File: src/hdl/decimal_text_to_int64_assert.svh
// assertion macros for the decimal text to int64 block
// taken in by the files that check their own logic
`ifndef DECIMAL_TEXT_TO_INT64_ASSERT_SVH
`define DECIMAL_TEXT_TO_INT64_ASSERT_SVH
`ifndef SYNTH
`define DTTI_ASSERT_IMPL(label, clk, rst_n, ante, cons) \
	label: assert property (@(posedge clk) disable iff (!rst_n) (ante) |-> (cons)) \
		else $error("dtti: implication check failed");
`define DTTI_ASSERT_NEXT(label, clk, rst_n, ante, cons) \
	label: assert property (@(posedge clk) disable iff (!rst_n) (ante) |=> (cons)) \
		else $error("dtti: next-cycle check failed");
`else
`define DTTI_ASSERT_IMPL(label, clk, rst_n, ante, cons)
`define DTTI_ASSERT_NEXT(label, clk, rst_n, ante, cons)
`endif
`endif

File: src/hdl/dtti_pkg.sv
// shared types and constants for the decimal text to int64 block
// no dependencies
package dtti_pkg;

	typedef enum logic [2:0] {
		ST_OK         = 3'd0,
		ST_EMPTY      = 3'd1,
		ST_EMPTY_SIGN = 3'd2,
		ST_BAD_CHAR   = 3'd3,
		ST_OVERFLOW   = 3'd4,
		ST_UNDERFLOW  = 3'd5
	} status_t;

	localparam logic [7:0] CH_MINUS = 8'h2D;
	localparam logic [7:0] CH_PLUS  = 8'h2B;
	localparam logic [7:0] CH_ZERO  = 8'h30;
	localparam logic [7:0] CH_NINE  = 8'h39;

	localparam logic [63:0] POS_LIMIT = 64'h7FFF_FFFF_FFFF_FFFF;
	localparam logic [63:0] NEG_LIMIT = 64'h8000_0000_0000_0000;
	localparam logic [63:0] U_LIMIT   = 64'hFFFF_FFFF_FFFF_FFFF;

	typedef struct packed {
		logic [63:0] magnitude;
		logic        negative;
		status_t     status;
	} raw_res_t;

	typedef struct packed {
		logic [63:0] value_bits;
		status_t     status;
	} out_res_t;

endpackage

File: src/hdl/dtti_ifs.sv
// handshake channels of the decimal text to int64 block
// depends on dtti_pkg
interface dtti_char_if;
	logic       valid;
	logic       ready;
	logic [7:0] char_code;
	logic       has_char;
	logic       last;

	modport source (output valid, char_code, has_char, last, input ready);
	modport sink (input valid, char_code, has_char, last, output ready);
endinterface

interface dtti_res_if;
	logic              valid;
	logic              ready;
	logic [63:0]       value_bits;
	dtti_pkg::status_t status;

	modport source (output valid, value_bits, status, input ready);
	modport sink (input valid, value_bits, status, output ready);
endinterface

interface dtti_cfg_if;
	logic valid;
	logic ready;
	logic signed_mode;

	modport source (output valid, signed_mode, input ready);
	modport sink (input valid, signed_mode, output ready);
endinterface

File: src/hdl/dtti_parse.sv
// input register, per-string parse state and raw result register
// depends on dtti_pkg, dtti_ifs and the assertion header
`include "decimal_text_to_int64_assert.svh"

module dtti_parse (
	input  logic               clk,
	input  logic               arst_n,
	dtti_char_if.sink          chars,
	dtti_cfg_if.sink           cfg,
	output dtti_pkg::raw_res_t res,
	output logic               res_valid,
	input  logic               res_ready
);
	import dtti_pkg::*;

	logic        valid_s1;
	logic [7:0]  char_s1;
	logic        has_char_s1;
	logic        last_s1;

	logic        signed_mode_q;
	logic [63:0] acc_q;
	logic        neg_q;
	logic        first_q;
	logic        digits_q;
	logic        sign_q;
	status_t     err_q;

	logic        res_valid_s2;
	raw_res_t    res_s2;

	logic        slot_free;
	logic        adv;
	logic        is_sign;
	logic        is_digit;
	logic [3:0]  digit;
	logic [67:0] sum;
	logic [63:0] limit;
	logic        ovf;

	logic [63:0] acc_n;
	logic        neg_n;
	logic        digits_n;
	logic        sign_n;
	status_t     err_n;
	raw_res_t    res_n;

	assign slot_free   = !res_valid_s2 || res_ready;
	assign adv         = valid_s1 && (!last_s1 || slot_free);
	assign chars.ready = !valid_s1 || adv;
	assign cfg.ready   = 1'b1;
	assign res         = res_s2;
	assign res_valid   = res_valid_s2;

	// item capture
	always_ff @(posedge clk or negedge arst_n) begin
		if (!arst_n) begin
			valid_s1 <= 1'b0;
		end else if (chars.ready) begin
			valid_s1 <= chars.valid;
		end
	end

	always_ff @(posedge clk) begin
		if (chars.valid && chars.ready) begin
			char_s1     <= chars.char_code;
			has_char_s1 <= chars.has_char;
			last_s1     <= chars.last;
		end
	end

	always_ff @(posedge clk or negedge arst_n) begin
		if (!arst_n) begin
			signed_mode_q <= 1'b1;
		end else if (cfg.valid && cfg.ready) begin
			signed_mode_q <= cfg.signed_mode;
		end
	end

	// accumulate times ten plus digit, checked against the exact limit
	always_comb begin
		is_sign  = (char_s1 == CH_MINUS) || (char_s1 == CH_PLUS);
		is_digit = char_s1 inside {[CH_ZERO:CH_NINE]};
		digit    = 4'(char_s1 - CH_ZERO);
		sum      = {1'b0, acc_q, 3'b000} + {3'b000, acc_q, 1'b0} + {64'd0, digit};
		if (!signed_mode_q) begin
			limit = U_LIMIT;
		end else if (neg_q) begin
			limit = NEG_LIMIT;
		end else begin
			limit = POS_LIMIT;
		end
		ovf = sum > {4'd0, limit};
	end

	always_comb begin
		acc_n    = acc_q;
		neg_n    = neg_q;
		digits_n = digits_q;
		sign_n   = sign_q;
		err_n    = err_q;
		if (has_char_s1 && err_q == ST_OK) begin
			if (first_q && signed_mode_q && is_sign) begin
				sign_n = 1'b1;
				neg_n  = (char_s1 == CH_MINUS);
			end else if (!is_digit) begin
				err_n = ST_BAD_CHAR;
			end else if (ovf) begin
				err_n = neg_q ? ST_UNDERFLOW : ST_OVERFLOW;
			end else begin
				acc_n    = sum[63:0];
				digits_n = 1'b1;
			end
		end
	end

	always_comb begin
		res_n.negative = neg_n;
		if (err_n != ST_OK) begin
			res_n.status = err_n;
		end else if (!digits_n) begin
			res_n.status = sign_n ? ST_EMPTY_SIGN : ST_EMPTY;
		end else begin
			res_n.status = ST_OK;
		end
		res_n.magnitude = (res_n.status == ST_OK) ? acc_n : 64'd0;
	end

	// string state, cleared after each result
	always_ff @(posedge clk or negedge arst_n) begin
		if (!arst_n) begin
			acc_q    <= 64'd0;
			neg_q    <= 1'b0;
			first_q  <= 1'b1;
			digits_q <= 1'b0;
			sign_q   <= 1'b0;
			err_q    <= ST_OK;
		end else if (adv) begin
			if (last_s1) begin
				acc_q    <= 64'd0;
				neg_q    <= 1'b0;
				first_q  <= 1'b1;
				digits_q <= 1'b0;
				sign_q   <= 1'b0;
				err_q    <= ST_OK;
			end else begin
				acc_q    <= acc_n;
				neg_q    <= neg_n;
				first_q  <= first_q && !has_char_s1;
				digits_q <= digits_n;
				sign_q   <= sign_n;
				err_q    <= err_n;
			end
		end
	end

	always_ff @(posedge clk or negedge arst_n) begin
		if (!arst_n) begin
			res_valid_s2 <= 1'b0;
		end else if (adv && last_s1) begin
			res_valid_s2 <= 1'b1;
		end else if (res_ready) begin
			res_valid_s2 <= 1'b0;
		end
	end

	always_ff @(posedge clk) begin
		if (adv && last_s1) begin
			res_s2 <= res_n;
		end
	end

	`DTTI_ASSERT_IMPL(a_err_zero_value, clk, arst_n, res_valid_s2 && res_s2.status != ST_OK, res_s2.magnitude == 64'd0)
	`DTTI_ASSERT_NEXT(a_clear_after_end, clk, arst_n, adv && last_s1, first_q && err_q == ST_OK && acc_q == 64'd0)
	`DTTI_ASSERT_NEXT(a_err_sticky, clk, arst_n, err_q != ST_OK && !(adv && last_s1), $stable(err_q))
	`DTTI_ASSERT_IMPL(a_neg_needs_sign, clk, arst_n, neg_q, sign_q)

endmodule

File: src/hdl/dtti_emit.sv
// final negation and output register with skid entry
// depends on dtti_pkg and dtti_ifs
module dtti_emit (
	input  logic               clk,
	input  logic               arst_n,
	input  dtti_pkg::raw_res_t res,
	input  logic               res_valid,
	output logic               res_ready,
	dtti_res_if.source         results
);
	import dtti_pkg::*;

	logic     main_v_q;
	logic     skid_v_q;
	out_res_t main_q;
	out_res_t skid_q;
	out_res_t fin;
	logic     drain;

	assign fin.value_bits = res.negative ? (64'd0 - res.magnitude) : res.magnitude;
	assign fin.status     = res.status;
	assign res_ready      = !skid_v_q;
	assign drain          = !main_v_q || results.ready;

	assign results.valid      = main_v_q;
	assign results.value_bits = main_q.value_bits;
	assign results.status     = main_q.status;

	always_ff @(posedge clk or negedge arst_n) begin
		if (!arst_n) begin
			main_v_q <= 1'b0;
			skid_v_q <= 1'b0;
		end else if (drain) begin
			if (skid_v_q) begin
				main_v_q <= 1'b1;
				skid_v_q <= 1'b0;
			end else begin
				main_v_q <= res_valid;
			end
		end else if (res_valid && !skid_v_q) begin
			skid_v_q <= 1'b1;
		end
	end

	always_ff @(posedge clk) begin
		if (drain) begin
			main_q <= skid_v_q ? skid_q : fin;
		end
		if (!drain && res_valid && !skid_v_q) begin
			skid_q <= fin;
		end
	end

endmodule

File: src/hdl/decimal_text_to_int64.sv
// Decimal text to 64-bit integer. Takes one character item per cycle, except
// that an item with last set is held while its result slot is still full, and
// gives one result (value_bits and status) for each item with last set, through
// the raw result register of dtti_parse and the output register of dtti_emit.
// The accumulator update (multiply by ten, add the digit and compare against the
// exact limit) is combinational. A stalled output is absorbed by a one-entry skid
// register. Depends on dtti_pkg, dtti_ifs, dtti_parse and dtti_emit.
module decimal_text_to_int64 (
	input logic        clk,
	input logic        arst_n,
	dtti_char_if.sink  chars,
	dtti_cfg_if.sink   cfg,
	dtti_res_if.source results
);
	import dtti_pkg::*;

	raw_res_t res;
	logic     res_valid;
	logic     res_ready;

	dtti_parse u_parse (
		.clk       (clk),
		.arst_n    (arst_n),
		.chars     (chars),
		.cfg       (cfg),
		.res       (res),
		.res_valid (res_valid),
		.res_ready (res_ready)
	);

	dtti_emit u_emit (
		.clk       (clk),
		.arst_n    (arst_n),
		.res       (res),
		.res_valid (res_valid),
		.res_ready (res_ready),
		.results   (results)
	);

endmodule
File: src/flat_wrapper.sv
// flat-port wrapper written by rule: the top's interface ports become plain ports
module decimal_text_to_int64_flat import dtti_pkg::*;
  (clk, arst_n, chars_valid, chars_char_code, chars_has_char, chars_last, chars_ready, cfg_valid, cfg_signed_mode, cfg_ready, results_valid, results_value_bits, results_status, results_ready);
  dtti_char_if chars_i ();
  dtti_cfg_if cfg_i ();
  dtti_res_if results_i ();
  input logic clk;
  input logic arst_n;
  input wire logic [$bits(chars_i.valid)-1:0] chars_valid;
  input wire logic [$bits(chars_i.char_code)-1:0] chars_char_code;
  input wire logic [$bits(chars_i.has_char)-1:0] chars_has_char;
  input wire logic [$bits(chars_i.last)-1:0] chars_last;
  output wire logic [$bits(chars_i.ready)-1:0] chars_ready;
  input wire logic [$bits(cfg_i.valid)-1:0] cfg_valid;
  input wire logic [$bits(cfg_i.signed_mode)-1:0] cfg_signed_mode;
  output wire logic [$bits(cfg_i.ready)-1:0] cfg_ready;
  output wire logic [$bits(results_i.valid)-1:0] results_valid;
  output wire logic [$bits(results_i.value_bits)-1:0] results_value_bits;
  output wire logic [$bits(results_i.status)-1:0] results_status;
  input wire logic [$bits(results_i.ready)-1:0] results_ready;
  assign chars_i.valid = chars_valid;
  assign chars_i.char_code = chars_char_code;
  assign chars_i.has_char = chars_has_char;
  assign chars_i.last = chars_last;
  assign chars_ready = chars_i.ready;
  assign cfg_i.valid = cfg_valid;
  assign cfg_i.signed_mode = cfg_signed_mode;
  assign cfg_ready = cfg_i.ready;
  assign results_valid = results_i.valid;
  assign results_value_bits = results_i.value_bits;
  assign results_status = results_i.status;
  assign results_i.ready = results_ready;
  decimal_text_to_int64 u_core (.clk(clk), .arst_n(arst_n), .chars(chars_i), .cfg(cfg_i), .results(results_i));
endmodule
File: config.mk
export PLATFORM = sky130hd
export DESIGN_NAME = decimal_text_to_int64_flat
export DESIGN_NICKNAME = d
export VERILOG_FILES = /design/src/hdl/dtti_pkg.sv /design/src/hdl/dtti_ifs.sv /design/src/hdl/dtti_parse.sv /design/src/hdl/dtti_emit.sv /design/src/hdl/decimal_text_to_int64.sv /design/src/flat_wrapper.sv
export VERILOG_INCLUDE_DIRS = /design/src /design/src/hdl
export SDC_FILE = /design/constraint.sdc
export NUM_CORES = 1
export LEC_CHECK = 0
export BUFFER_PORTS_ARGS = -buffer_cell sky130_fd_sc_hd__clkbuf_2
export CAP_MARGIN = 10
export CORE_MARGIN = 2
export CORE_UTILIZATION = 50
export CTS_CLUSTER_DIAMETER = 50
export DETAILED_ROUTE_END_ITERATION = 8
export PLACE_DENSITY = 0.67
export SETUP_SLACK_MARGIN = 0.05
export SLEW_MARGIN = 20
export SYNTH_ARGS = -nofsm -noshare
export SYNTH_HDL_FRONTEND = slang
export SYNTH_SLANG_ARGS = --single-unit
File: constraint.sdc
create_clock -name clk -period 8.85 [get_ports clk]
set_input_delay 1.3275 -clock clk [delete_from_list [all_inputs] [get_ports clk]]
set_output_delay 1.3275 -clock clk [all_outputs]
set_load 0.02 [all_outputs]
Word-level counts from Yosys, hierarchy flattened --
Index checks and enable logic that the tools add are counted.
Word-level totals: bits in latches 0, word-level logic and storage cells 93, memories 0, register bits after elaboration 288, output and inout port bits 70, bits in read-only memories 0, RAM bits 0
Operators by class: add/subtract/negate cells 4, shift operators 0, multipliers 0, reductions and logical operators 27, muxes and demuxes 35, divide/modulo/power cells 0, magnitude comparators 3, equality and inequality tests 3, bitwise operators 0
Operator list (count):
- $mux 64 | 8
- $add 67x65->68 | 1
- $add 68x4->68 | 1
- $gt 68x64->1 | 1
- $mux 67 | 1
- $sub 1x64->64 const A | 1
- $mux 1 | 18
- $mux 3 | 6
- $eq 8x6->1 const B | 2
- $logic_and 1x1->1 | 11
- $ge 8x6->1 const B | 1
- $le 8x6->1 const B | 1
- $logic_not 1->1 | 7
- $logic_not 3->1 | 2
- $logic_or 1x1->1 | 5
- $mux 2 | 2
- $sub 4x1->4 const B | 1
- $reduce_bool 3->1 | 1
- $ne 2x1->1 const B | 1
- $reduce_bool 2->1 | 1

Depth between registers and ports, before layout --
Gate-level depths: netlist (run 1).
depth in word-level cells 10, depth in mapped cells 28, depth with buffers taken out 25

By module --
A second synthesis (run 1) with hierarchy kept.
Unflattened totals: cell total of the unflattened synthesis 2096, area, all modules 20203.1 um^2
By module, submodules not included:
- dtti_parse | sequential area each 4196.5 um^2, cells each 1515, area each 13011.2 um^2, times used 1
- dtti_emit | sequential area each 4073.9 um^2, cells each 581, area each 7191.9 um^2, times used 1

Worst setup path after synthesis (run 1) --
OpenSTA, ideal clock, no wires.
path kind input to register, from input port results_ready, to register u_core.u_emit.skid_q[0] in the netlist's numbering (enable), path slack 0.255 ns, required time 8.262 ns, arrival time 8.007 ns, buffers on the path 0, setup time 0.588 ns, cell stages on the path 2, path through nand2b_1 > nor3b_1
On the way: word-level cells in the longest chain between the ends 4
Ends and longest elaborated chain:
- from (decl) | line flat_wrapper.sv:20 | input wire logic [$bits(results_i.ready)-1:0] results_ready;
- $logic_or 1x1->1 | line dtti_emit.sv:23 | assign drain = !main_v_q || results.ready;
- $logic_not 1->1 | line dtti_emit.sv:49 | if (!drain && res_valid && !skid_v_q) begin
- $logic_and 1x1->1 (2 in a row) | line dtti_emit.sv:49
- to (signal assigned) | line dtti_emit.sv:50 | skid_q <= fin;
- to (decl) | line dtti_emit.sv:16 | out_res_t skid_q;
No other way between the ends. A chain may end at the register's enable or synchronous reset.

Final worst setup path (run 1) --
from register u_core.u_parse.acc_q[10], to register u_core.u_parse.res_s2 (netlist bit u_core.u_parse.res[67]) (data pin)
On the way: word-level cells in the longest chain between the ends 10, elaborated cells on any way between the ends 19, classes of those cells 2 x add/sub; 1 x order compare; 14 x mux; 2 x reduce/logical
Ends and longest elaborated chain:
- from (decl) | line dtti_parse.sv:22 | logic [63:0] acc_q;
- from (signal assigned) | line dtti_parse.sv:147 | acc_q <= acc_n;
- $add 67x65->68 (*) | line dtti_parse.sv:85 | sum = {1'b0, acc_q, 3'b000} + {3'b000, acc_q, 1'b0} + {64'd0, digit};
- $add 68x4->68 (*) | line dtti_parse.sv:85
- $gt 68x64->1 | line dtti_parse.sv:93 | ovf = sum > {4'd0, limit};
- $mux 3 or $mux 1 (tied branches) | line dtti_parse.sv:108 | end else if (ovf) begin
- $mux 3 or $mux 1 (tied branches) | line dtti_parse.sv:106 | end else if (!is_digit) begin
- $mux 3 or $mux 1 (tied branches) | line dtti_parse.sv:103 | if (first_q && signed_mode_q && is_sign) begin
- $mux 3 or $mux 1 (tied branches) | line dtti_parse.sv:102 | if (has_char_s1 && err_q == ST_OK) begin
- $reduce_bool 3->1 or $mux 2 (tied branches) | line dtti_parse.sv:119, dtti_parse.sv:121
- $mux 3 | line dtti_parse.sv:119 | if (err_n != ST_OK) begin
- $logic_not 3->1 | line dtti_parse.sv:126 | res_n.magnitude = (res_n.status == ST_OK) ? acc_n : 64'd0;
- to (signal assigned) | line dtti_parse.sv:169 | res_s2 <= res_n;
- to (decl) | line dtti_parse.sv:30 | raw_res_t res_s2;
Every way passes the cells marked *; elsewhere a longest branch is shown, timed or not.

==> results of run 1 <==
[layer usage]
| layer | track usage, % | vias up | routed length, µm |
|---|---|---|---|
| li1 | - | 6928 | - |
| met1 | 35.20 | 6990 | 21480 |
| met2 | 36.05 | 429 | 19810 |
| met3 | 3.934 | 87 | 3272 |
| met4 | 7.324 | 0 | 1226 |
| met5 | 0 | - | 0 |
[flip-flops by register name (all words and copies together), names as in the netlist]
name                              flops
u_core.u_emit.results.status          3
u_core.u_emit.results.valid           1
u_core.u_emit.results.value_bits     64
u_core.u_emit.skid_q                 67
u_core.u_emit.skid_v_q                1
u_core.u_parse.acc_q                 64
u_core.u_parse.char_s1                8
u_core.u_parse.digits_q               1
u_core.u_parse.err_q                  3
u_core.u_parse.first_q                1
u_core.u_parse.has_char_s1            1
u_core.u_parse.last_s1                1
u_core.u_parse.neg_q                  1
u_core.u_parse.res                   68
u_core.u_parse.res_valid              1
u_core.u_parse.sign_q                 1
u_core.u_parse.signed_mode_q          1
u_core.u_parse.valid_s1               1
[how the worst max path moves through the flow]
stage          cells past startpoint                 endpoint  slack, ps
2_1_floorplan                      2  u_core.u_emit.skid_q[0]        250
3_3_place_gp                      24   u_core.u_parse.res[67]       1680
5_1_grt                           24   u_core.u_parse.res[67]        900
6_report                          24   u_core.u_parse.res[67]       1440
3_5_place_dp                      24   u_core.u_parse.res[67]       1580
4_1_cts                           24   u_core.u_parse.res[67]       1520
[cell type report]
type / instances / area share, %
clock buffer: 43 / 4.334
clock inverter: 20 / 0.9638
inverter: 30 / 0.5388
multi-input combinational: 1396 / 48.86
sequential: 288 / 39.57
tap: 511 / 3.059
timing repair buffer: 97 / 2.670
[kinds of logic after synthesis]
| kind of cell | count (synthesis) | synth area share (%) |
|---|---|---|
| simple gates | 485 | 12.35 |
| mux | 124 | 7.026 |
| fa+ha+maj | 194 | 12.93 |
| buf+inv | 113 | 2.377 |
| compound gates | 471 | 15.93 |
| flops | 288 | 43.77 |
| other cells | 1 | 0.01985 |
| xor+xnor | 121 | 5.608 |
[layout by cell type (no fill, tap or decap), types with 55 or more instances in the layout]
cell type / count
edfxtp_1: 212
ha_1: 192
nand2_1: 174
o21ai_0: 144
nor2_1: 124
a21oi_1: 101
xnor2_1: 98
clkbuf_2: 83
dfrtp_1: 73
mux2_2: 69
a22oi_1: 61
mux2i_1: 55
[power breakdown]
| part | total [mW] | internal, mW | switching (mW) |
|---|---|---|---|
| Clock | 1.38 | 0.802 | 0.580 |
| Sequential | 1.58 | 1.53 | 0.0403 |
| Combinational | 0.323 | 0.105 | 0.218 |
[through the flow]
step	utilization [%]	hold WS, ps	instance area, µm²
detailed placement	52.91	447.5	19790
floorplan	-	422.2	18900
global route	55.89	478.8	20900
finish	55.89	462.2	20900
CTS	55.87	459.7	20900
global placement	52.91	438.4	19790
==> reports/qor.yml, run 1 <==
synth:
  syn_area_um2: 18900
  ys_seq_elements: 288
  yosys_warnings: 0
  syn_inst: 1797
  synth_area_leader_cell: "edfxtp_1"
  synth_most_common_cell: "edfxtp_1"
  ys.flop_type: "edfxtp_1"
  async_flop_share_pct: 26.39
  syn_nets: 2007
  synth_top_area_share_pct: 33.69
  synth-seq-area-share_pct: 43.77
  synthTopCellsByArea: "edfxtp_1, ha_1, dfrtp_1, xnor2_1, mux2_2"
  ys_types: 79
  synth_edf_count: 212
  syn_area_per_cell_um2: 10.52
  synthTopCellsByCount: "edfxtp_1, ha_1, nand2_1"
sta:
  setup_viol: 0
  period_share_pct: 83.73
  tightest_slew_ps: 977.6
  final_hold_viol_count: 0
  fin_ws_ps: 1440
  rsz0062_at_grt: "no"
  fin_setup_tns_ps: 0
  slew_headroom_pct: 34.79
  skew_ps: 16.79
  fmaxAchievable_ghz: 0.1350
  slew_viol_final: 0
  fin_crit_ps: 7410
clock_network:
  clk_latency_ps: 530
  cts_tree: "done"
  cts_resized: 0
  cts_made_buffers: 35
  htreeDepth: 2
  clockBufferDepth: 3
  path_clk_slew_ps: 60
  postCtsSetupBuffers: 0
  cts_sinks: 288
  clockRootBuffer: "clkbuf_16"
  hold_buffers: 0
min_path:
  hold_path.class: "flip-flop to flip-flop"
  holdPathStages: 0
  min-delay-start: "u_core.u_parse.res[2]"
  min_to: "u_core.u_emit.skid_q[2]"
pwr:
  p_leak_nw: 8.578
  ir_drop_mv: 0.1281
  power_density_nw_per_um2: 156.9
  totalPowerFinal_mw: 3.280
die:
  start_util_pct: 50.52
  rows: 71
  die-width_um: 198.4
  ioPinCount: 86
  core_area_um2: 37400
  die_area_um2: 39360
  die_y_um: 198.4
cells_and_area:
  nets: 2058
  multi_input_area_um2: 10210
  drive_gt1_share_pct: 13.50
  syn_to_final_growth_pct: 10.61
  ff_latch_area_um2: 8272
  diodes: 0
  nFillCells: 3200
  fin_cells: 2385
detailed_routing:
  drtAntennaViolNets: 0
  first_iter_violations: 1240
  routed_wl_um: 45790
  remaining_drc_errors: 0
  via_count: 14430
  dr.pass1.iters: 5
  viasPerCell: 6.052
  wl_per_cell_um: 19.20
critical_path:
  r2r_slack_ps: 1440
  critical-path-top-delay-family: "compound AO/OA/AOI/OAI gates"
  rr_startpoint: "u_core.u_parse.acc_q[10]"
  reg2reg_depth: 24
  r2r-end: "u_core.u_parse.res[67]"
  max_stage_delay_ps: 630
  cpMostUsedCell: "ha_1"
  crit_path_top_delay_cell: "a311oi_1"
  cp_data_arrival_time_ps: 7750
  cp.required_ps: 9190
  path_buf_inv: 2
  worstPathCellList: "ha_1, ha_1, a21oi_1, a21boi_0, a311oi_1, a41o_1, o22ai_1, o21ai_0, buf_4, nand2b_1, xnor2_1, ha_1, nand4_1, nor4_1, nand4_1, or3_1, mux2i_1, a31oi_1, a221oi_1, nand2_1, nor3_2, buf_12, o21ai_0, a21oi_1"
  cp_max_fo: 44
  worst_setup_path_start_kind: "flip-flop"
  critical_path.endpoint_type: "flip-flop"
  critPathKind: "flip-flop to flip-flop"
  critPathLaunch: "u_core.u_parse.acc_q[10]"
global_route:
  grt_pass1_vias: 13770
  overflow: 0
  antenna_found_initial: 0
  grt_usage_pct: 23.91
  grt_max_degree: 73
  grt_pass1_wl_um: 75110
placed_design:
  port_buffers: 84
  pre_cts_ws_ps: 1582
  gp_congestion: 0.9473
  dp.cells: 2322
  dp_hpwl_um: 33610
status:
  status: "finished clean"
run:
  drv_cap: 0
Power figures use the tool's default switching activity.
==> inputs of run 2 (changes only) <==
Clock period 8.85 ns to 7.8 ns, I/O delays scaled along.
==> run 2 against run 1 <==
  * Maximum frequency rose by 4.8%
  * Critical path depth rose by 1
  * First-iteration DRC count fell by 14%
  * Utilization rose by 0.52 points
  * Sequential share of layout area fell by 0.36 points
  * Global-route usage fell by 0.32 points
  * Combinational power rose by 13%
  * Via count fell by 0.52%
  * Flip-flop and latch count did not move
  * Non-clock buffer count rose by 6
  * Worst setup slack got worse by 710 ps
  * Largest cell class unchanged
  * Largest power group unchanged
==> reports/qor.yml, run 2 (synthesis results as in run 1) <==
critical_path:
  cp_data_arrival_time_ps: 7430
  critical-path-top-delay-family: "simple AND/OR/NAND/NOR gates"
  max_stage_delay_ps: 610
  worst_setup_path_start_kind: "flip-flop"
  critical_path.endpoint_type: "flip-flop"
  crit_path_top_delay_cell: "a2111oi_1"
  cp.required_ps: 8170
  critPathKind: "flip-flop to flip-flop"
  path_buf_inv: 2
  cp_max_fo: 27
pwr:
  ir_drop_mv: 0.1438
  p_leak_nw: 8.683
  power_density_nw_per_um2: 184.6
run:
  drv_cap: 0
die:
  rows: 71
  die_area_um2: 39360
  start_util_pct: 50.52
  ioPinCount: 86
  die_y_um: 198.4
  core_area_um2: 37400
  die-width_um: 198.4
cells_and_area:
  nets: 2065
  syn_to_final_growth_pct: 11.64
  drive_gt1_share_pct: 13.92
  nFillCells: 3181
  final_common_cell: "edfxtp_1"
  diodes: 0
  largest_register_ffs: 68
  final_cell_mix: "edfxtp_1, ha_1, nand2_1, o21ai_0, nor2_1"
  multi_input_area_um2: 10220
  ff_latch_area_um2: 8272
detailed_routing:
  dr.pass1.iters: 5
  wl_per_cell_um: 19.15
  routed_wl_um: 45820
  viasPerCell: 6.000
  first_iter_violations: 1064
  drtAntennaViolNets: 0
  remaining_drc_errors: 0
  via_count: 14360
clock_network:
  cts_made_buffers: 36
  clockRootBuffer: "clkbuf_16"
  path_clk_slew_ps: 60
  cts_sinks: 288
  cts_tree: "done"
  postCtsSetupBuffers: 0
  clk_latency_ps: 530
  htreeDepth: 2
  clockBufferDepth: 3
placed_design:
  gp_congestion: 0.9158
  dp_hpwl_um: 33980
  port_buffers: 84
global_route:
  antenna_found_initial: 0
  grt_pass1_wl_um: 74300
  overflow: 0
  grt_usage_pct: 23.58
  grt_pass1_vias: 13960
  grt_max_degree: 74
sta:
  skew_ps: 17.84
  period_share_pct: 90.61
  tightest_slew_ps: 944.9
  fin_crit_ps: 7068
  rsz0062_at_grt: "no"
  fin_setup_tns_ps: 0
  final_hold_viol_count: 0
  setup_viol: 0
  whs_ps: 448.2
  slew_headroom_pct: 37.01
  slew_viol_final: 0
  fmaxAchievable_ghz: 0.1415
min_path:
  hold_path.class: "flip-flop to flip-flop"
status:
  status: "finished clean"
==> run 2: report_power, final <==
group	leakage, nW	switching [mW]	total, mW	internal, mW
clock	0.617	0.647	1.74	1.10
sequential	3.10	0.0448	1.79	1.74
combinational	4.97	0.245	0.365	0.120
total	8.68	0.937	3.89	2.96
==> run 2: per-stage QoR <==
stage / total power [mW] / area [µm²] / setup slack, ps / std cells / util, %
2_1_floorplan: 2.059 / 18900 / 1694 / 1797 / -
3_3_place_gp: 2.175 / 19830 / 957.0 / 2328 / 53.02
3_5_place_dp: 2.183 / 19830 / 691.0 / 2328 / 53.02
4_1_cts: 3.929 / 21090 / 658.6 / 2393 / 56.39
5_1_grt: 4.029 / 21100 / 119.2 / 2393 / 56.40
6_report: 3.895 / 21100 / 732.1 / 2393 / 56.40
==> run 2: layout make-up <==
| cell class | count | share of cell area [%] |
|---|---|---|
| Timing Repair Buffer | 103 | 2.800 |
| Tap cell | 511 | 3.031 |
| Inverter | 30 | 0.5338 |
| Clock buffer | 45 | 4.632 |
| Sequential cell | 288 | 39.21 |
| Clock inverter | 20 | 1.346 |
| Multi-Input combinational cell | 1396 | 48.45 |
==> run 2: final timing paths <==
check	from	to	slack [ps]	cells past startpoint
min in group asynchronous	arst_n	u_core.u_parse.acc_q[23]	600	1
worst min register to register	u_core.u_parse.res[1]	u_core.u_emit.skid_q[1]	450	0
worst min-delay path	u_core.u_parse.res[1]	u_core.u_emit.skid_q[1]	450	0
max in group asynchronous	arst_n	u_core.u_emit.skid_v_q	6170	2
worst max register to register	u_core.u_parse.char_s1[3]	u_core.u_parse.acc_q[21]	730	25
worst max-delay path	u_core.u_parse.char_s1[3]	u_core.u_parse.acc_q[21]	730	25
==> run 2: metal layers <==
| metal | part of all wire [%] | global-route usage, % | vias to the layer above |
|---|---|---|---|
| met2 | 46 | 37.83 | 347 |
| met4 | 1.9 | 6.043 | 0 |
| met1 | 48 | 33.91 | 6997 |
| li1 | - | - | 6951 |
| met3 | 4.2 | 2.899 | 64 |
| met5 | 0 | 0 | - |
==> run 2: timing repair <==
action,4_1_cts,5_1_grt
hold buffers,0,0
endpoints found under the hold margin,0,0
setup endpoints to repair,0,49
resized for setup,0,1
==> inputs of run 3 (changes only) <==
Settings changed: BUFFER_PORTS_ARGS -buffer_cell sky130_fd_sc_hd__clkbuf_2 to -buffer_cell sky130_fd_sc_hd__buf_2.
==> run 3 against run 2 <==
  * Non-clock buffer count decreased by 2
  * Maximum frequency down 1.2%
  * Die area unchanged
==> reports/qor.yml, run 3 (synthesis results as in run 1) <==
critical_path:
  critPathKind: "flip-flop to flip-flop"
  crit_path_top_delay_cell: "a2111oi_1"
  cp.required_ps: 8140
  worst_setup_path_start_kind: "flip-flop"
  max_stage_delay_ps: 560
  cp_data_arrival_time_ps: 7490
  cp_max_fo: 48
  critical_path.endpoint_type: "flip-flop"
  reg2reg_depth: 25
clock_network:
  postCtsSetupBuffers: 0
  cts_sinks: 288
  cts_made_buffers: 35
  clk_latency_ps: 530
  htreeDepth: 2
  cts_tree: "done"
  hold_buffers: 0
  clockRootBuffer: "clkbuf_16"
  clockBufferDepth: 3
  path_clk_slew_ps: 60
min_path:
  holdPathStages: 0
  hold_path.class: "flip-flop to flip-flop"
global_route:
  grt_usage_pct: 23.21
  overflow: 0
  grt_pass1_vias: 13660
  grt_pass1_wl_um: 73260
  grt_max_degree: 74
  antenna_found_initial: 0
sta:
  slew_viol_final: 0
  fin_crit_ps: 7153
  period_share_pct: 91.71
  tightest_slew_ps: 1075
  rsz0062_at_grt: "no"
  whs_ps: 445.9
  fin_setup_tns_ps: 0
  setup_viol: 0
  fmaxAchievable_ghz: 0.1398
  slew_headroom_pct: 28.06
  final_hold_viol_count: 0
  skew_ps: 21.68
detailed_routing:
  via_count: 14250
  dr.pass1.iters: 7
  remaining_drc_errors: 0
  drtAntennaViolNets: 0
  routed_wl_um: 45240
  first_iter_violations: 960
  viasPerCell: 5.973
  wl_per_cell_um: 18.96
die:
  rows: 71
  start_util_pct: 50.52
  die_y_um: 198.4
  die-width_um: 198.4
  ioPinCount: 86
  core_area_um2: 37400
  die_area_um2: 39360
placed_design:
  gp_congestion: 0.9281
  dp_hpwl_um: 33390
  dp.cells: 2326
  port_buffers: 84
pwr:
  ir_drop_mv: 0.1092
  power_density_nw_per_um2: 180.0
  p_leak_nw: 8.592
cells_and_area:
  diodes: 0
  nets: 2062
  drive_gt1_share_pct: 13.76
  final_cell_mix: "edfxtp_1, ha_1, nand2_1, o21ai_0, nor2_1"
  final_common_cell: "edfxtp_1"
  fin_cells: 2386
  syn_to_final_growth_pct: 11.03
  largest_register_ffs: 68
status:
  status: "finished clean"
run:
  drv_cap: 0
==> run 3: cell count changes in the layout (fill, tap and decap cells not counted), moves of 3 or more <==
cell        previous run  this run
clkinvlp_4             0         3
buf_2                  0        83
clkbuf_2              83         0
buf_4                 18        15
clkbuf_16             38        35
clkbuf_1               7         4
==> run 3: worst max-delay path, delay by kind of cell (launching register included) <==
kind            cells  cell delay (ps)
simple gates        8             2090
compound gates      9             2040
fa+ha+maj           3             1180
buf+inv             2              540
flops               1              460
mux                 2              360
xor+xnor            1              210
==> run 3: layer usage <==
metal	up-vias	GRT usage (%)	part of all wire, %
li1	6916	-	-
met1	6915	33.59	49
met2	359	36.80	45
met3	62	3.221	4.8
met4	0	5.737	1.9
met5	-	0	0
==> run 3: path summary, 6_finish.rpt <==
check	end	startpoint	slack (ps)
min in group asynchronous	u_core.u_parse.acc_q[23]	arst_n	610
max in group asynchronous	u_core.u_emit.skid_v_q	arst_n	6200
worst min-delay path	u_core.u_emit.skid_q[2]	u_core.u_parse.res[2]	450
worst min register to register	u_core.u_emit.skid_q[2]	u_core.u_parse.res[2]	450
worst max-delay path	u_core.u_parse.acc_q[43]	u_core.u_parse.char_s1[3]	650
worst max register to register	u_core.u_parse.acc_q[43]	u_core.u_parse.char_s1[3]	650
==> run 3: what timing repair did <==
action,4_1_cts,5_1_grt
endpoints found under the hold margin,0,0
endpoints found under the setup margin,0,2
resized for setup,0,1
==> run 3: power breakdown <==
part	internal (mW)	switching, mW
clock	0.975	0.655
combinational	0.121	0.244
sequential	1.74	0.0403
==> run 3: final cells by class <==
type,count,area (µm²)
clock buffer,40,904.6
clock inverter,20,249.0
fill,3223,16420
inverter,30,112.6
multi-input combinational,1396,10210
sequential,288,8272
tap,511,639.4
timing repair buffer,101,588.1
==> run 3: through the flow <==
stage	cell area [µm²]	utilization [%]	total power, mW	worst slack (ps)
after floorplan	18900	-	2.059	1694
after global placement	19830	53.01	2.171	750.0
final	20980	56.10	3.777	646.8
after global routing	20980	56.10	3.909	185.4
after detailed placement	19830	53.01	2.180	598.6
after CTS	20980	56.09	3.812	546.6
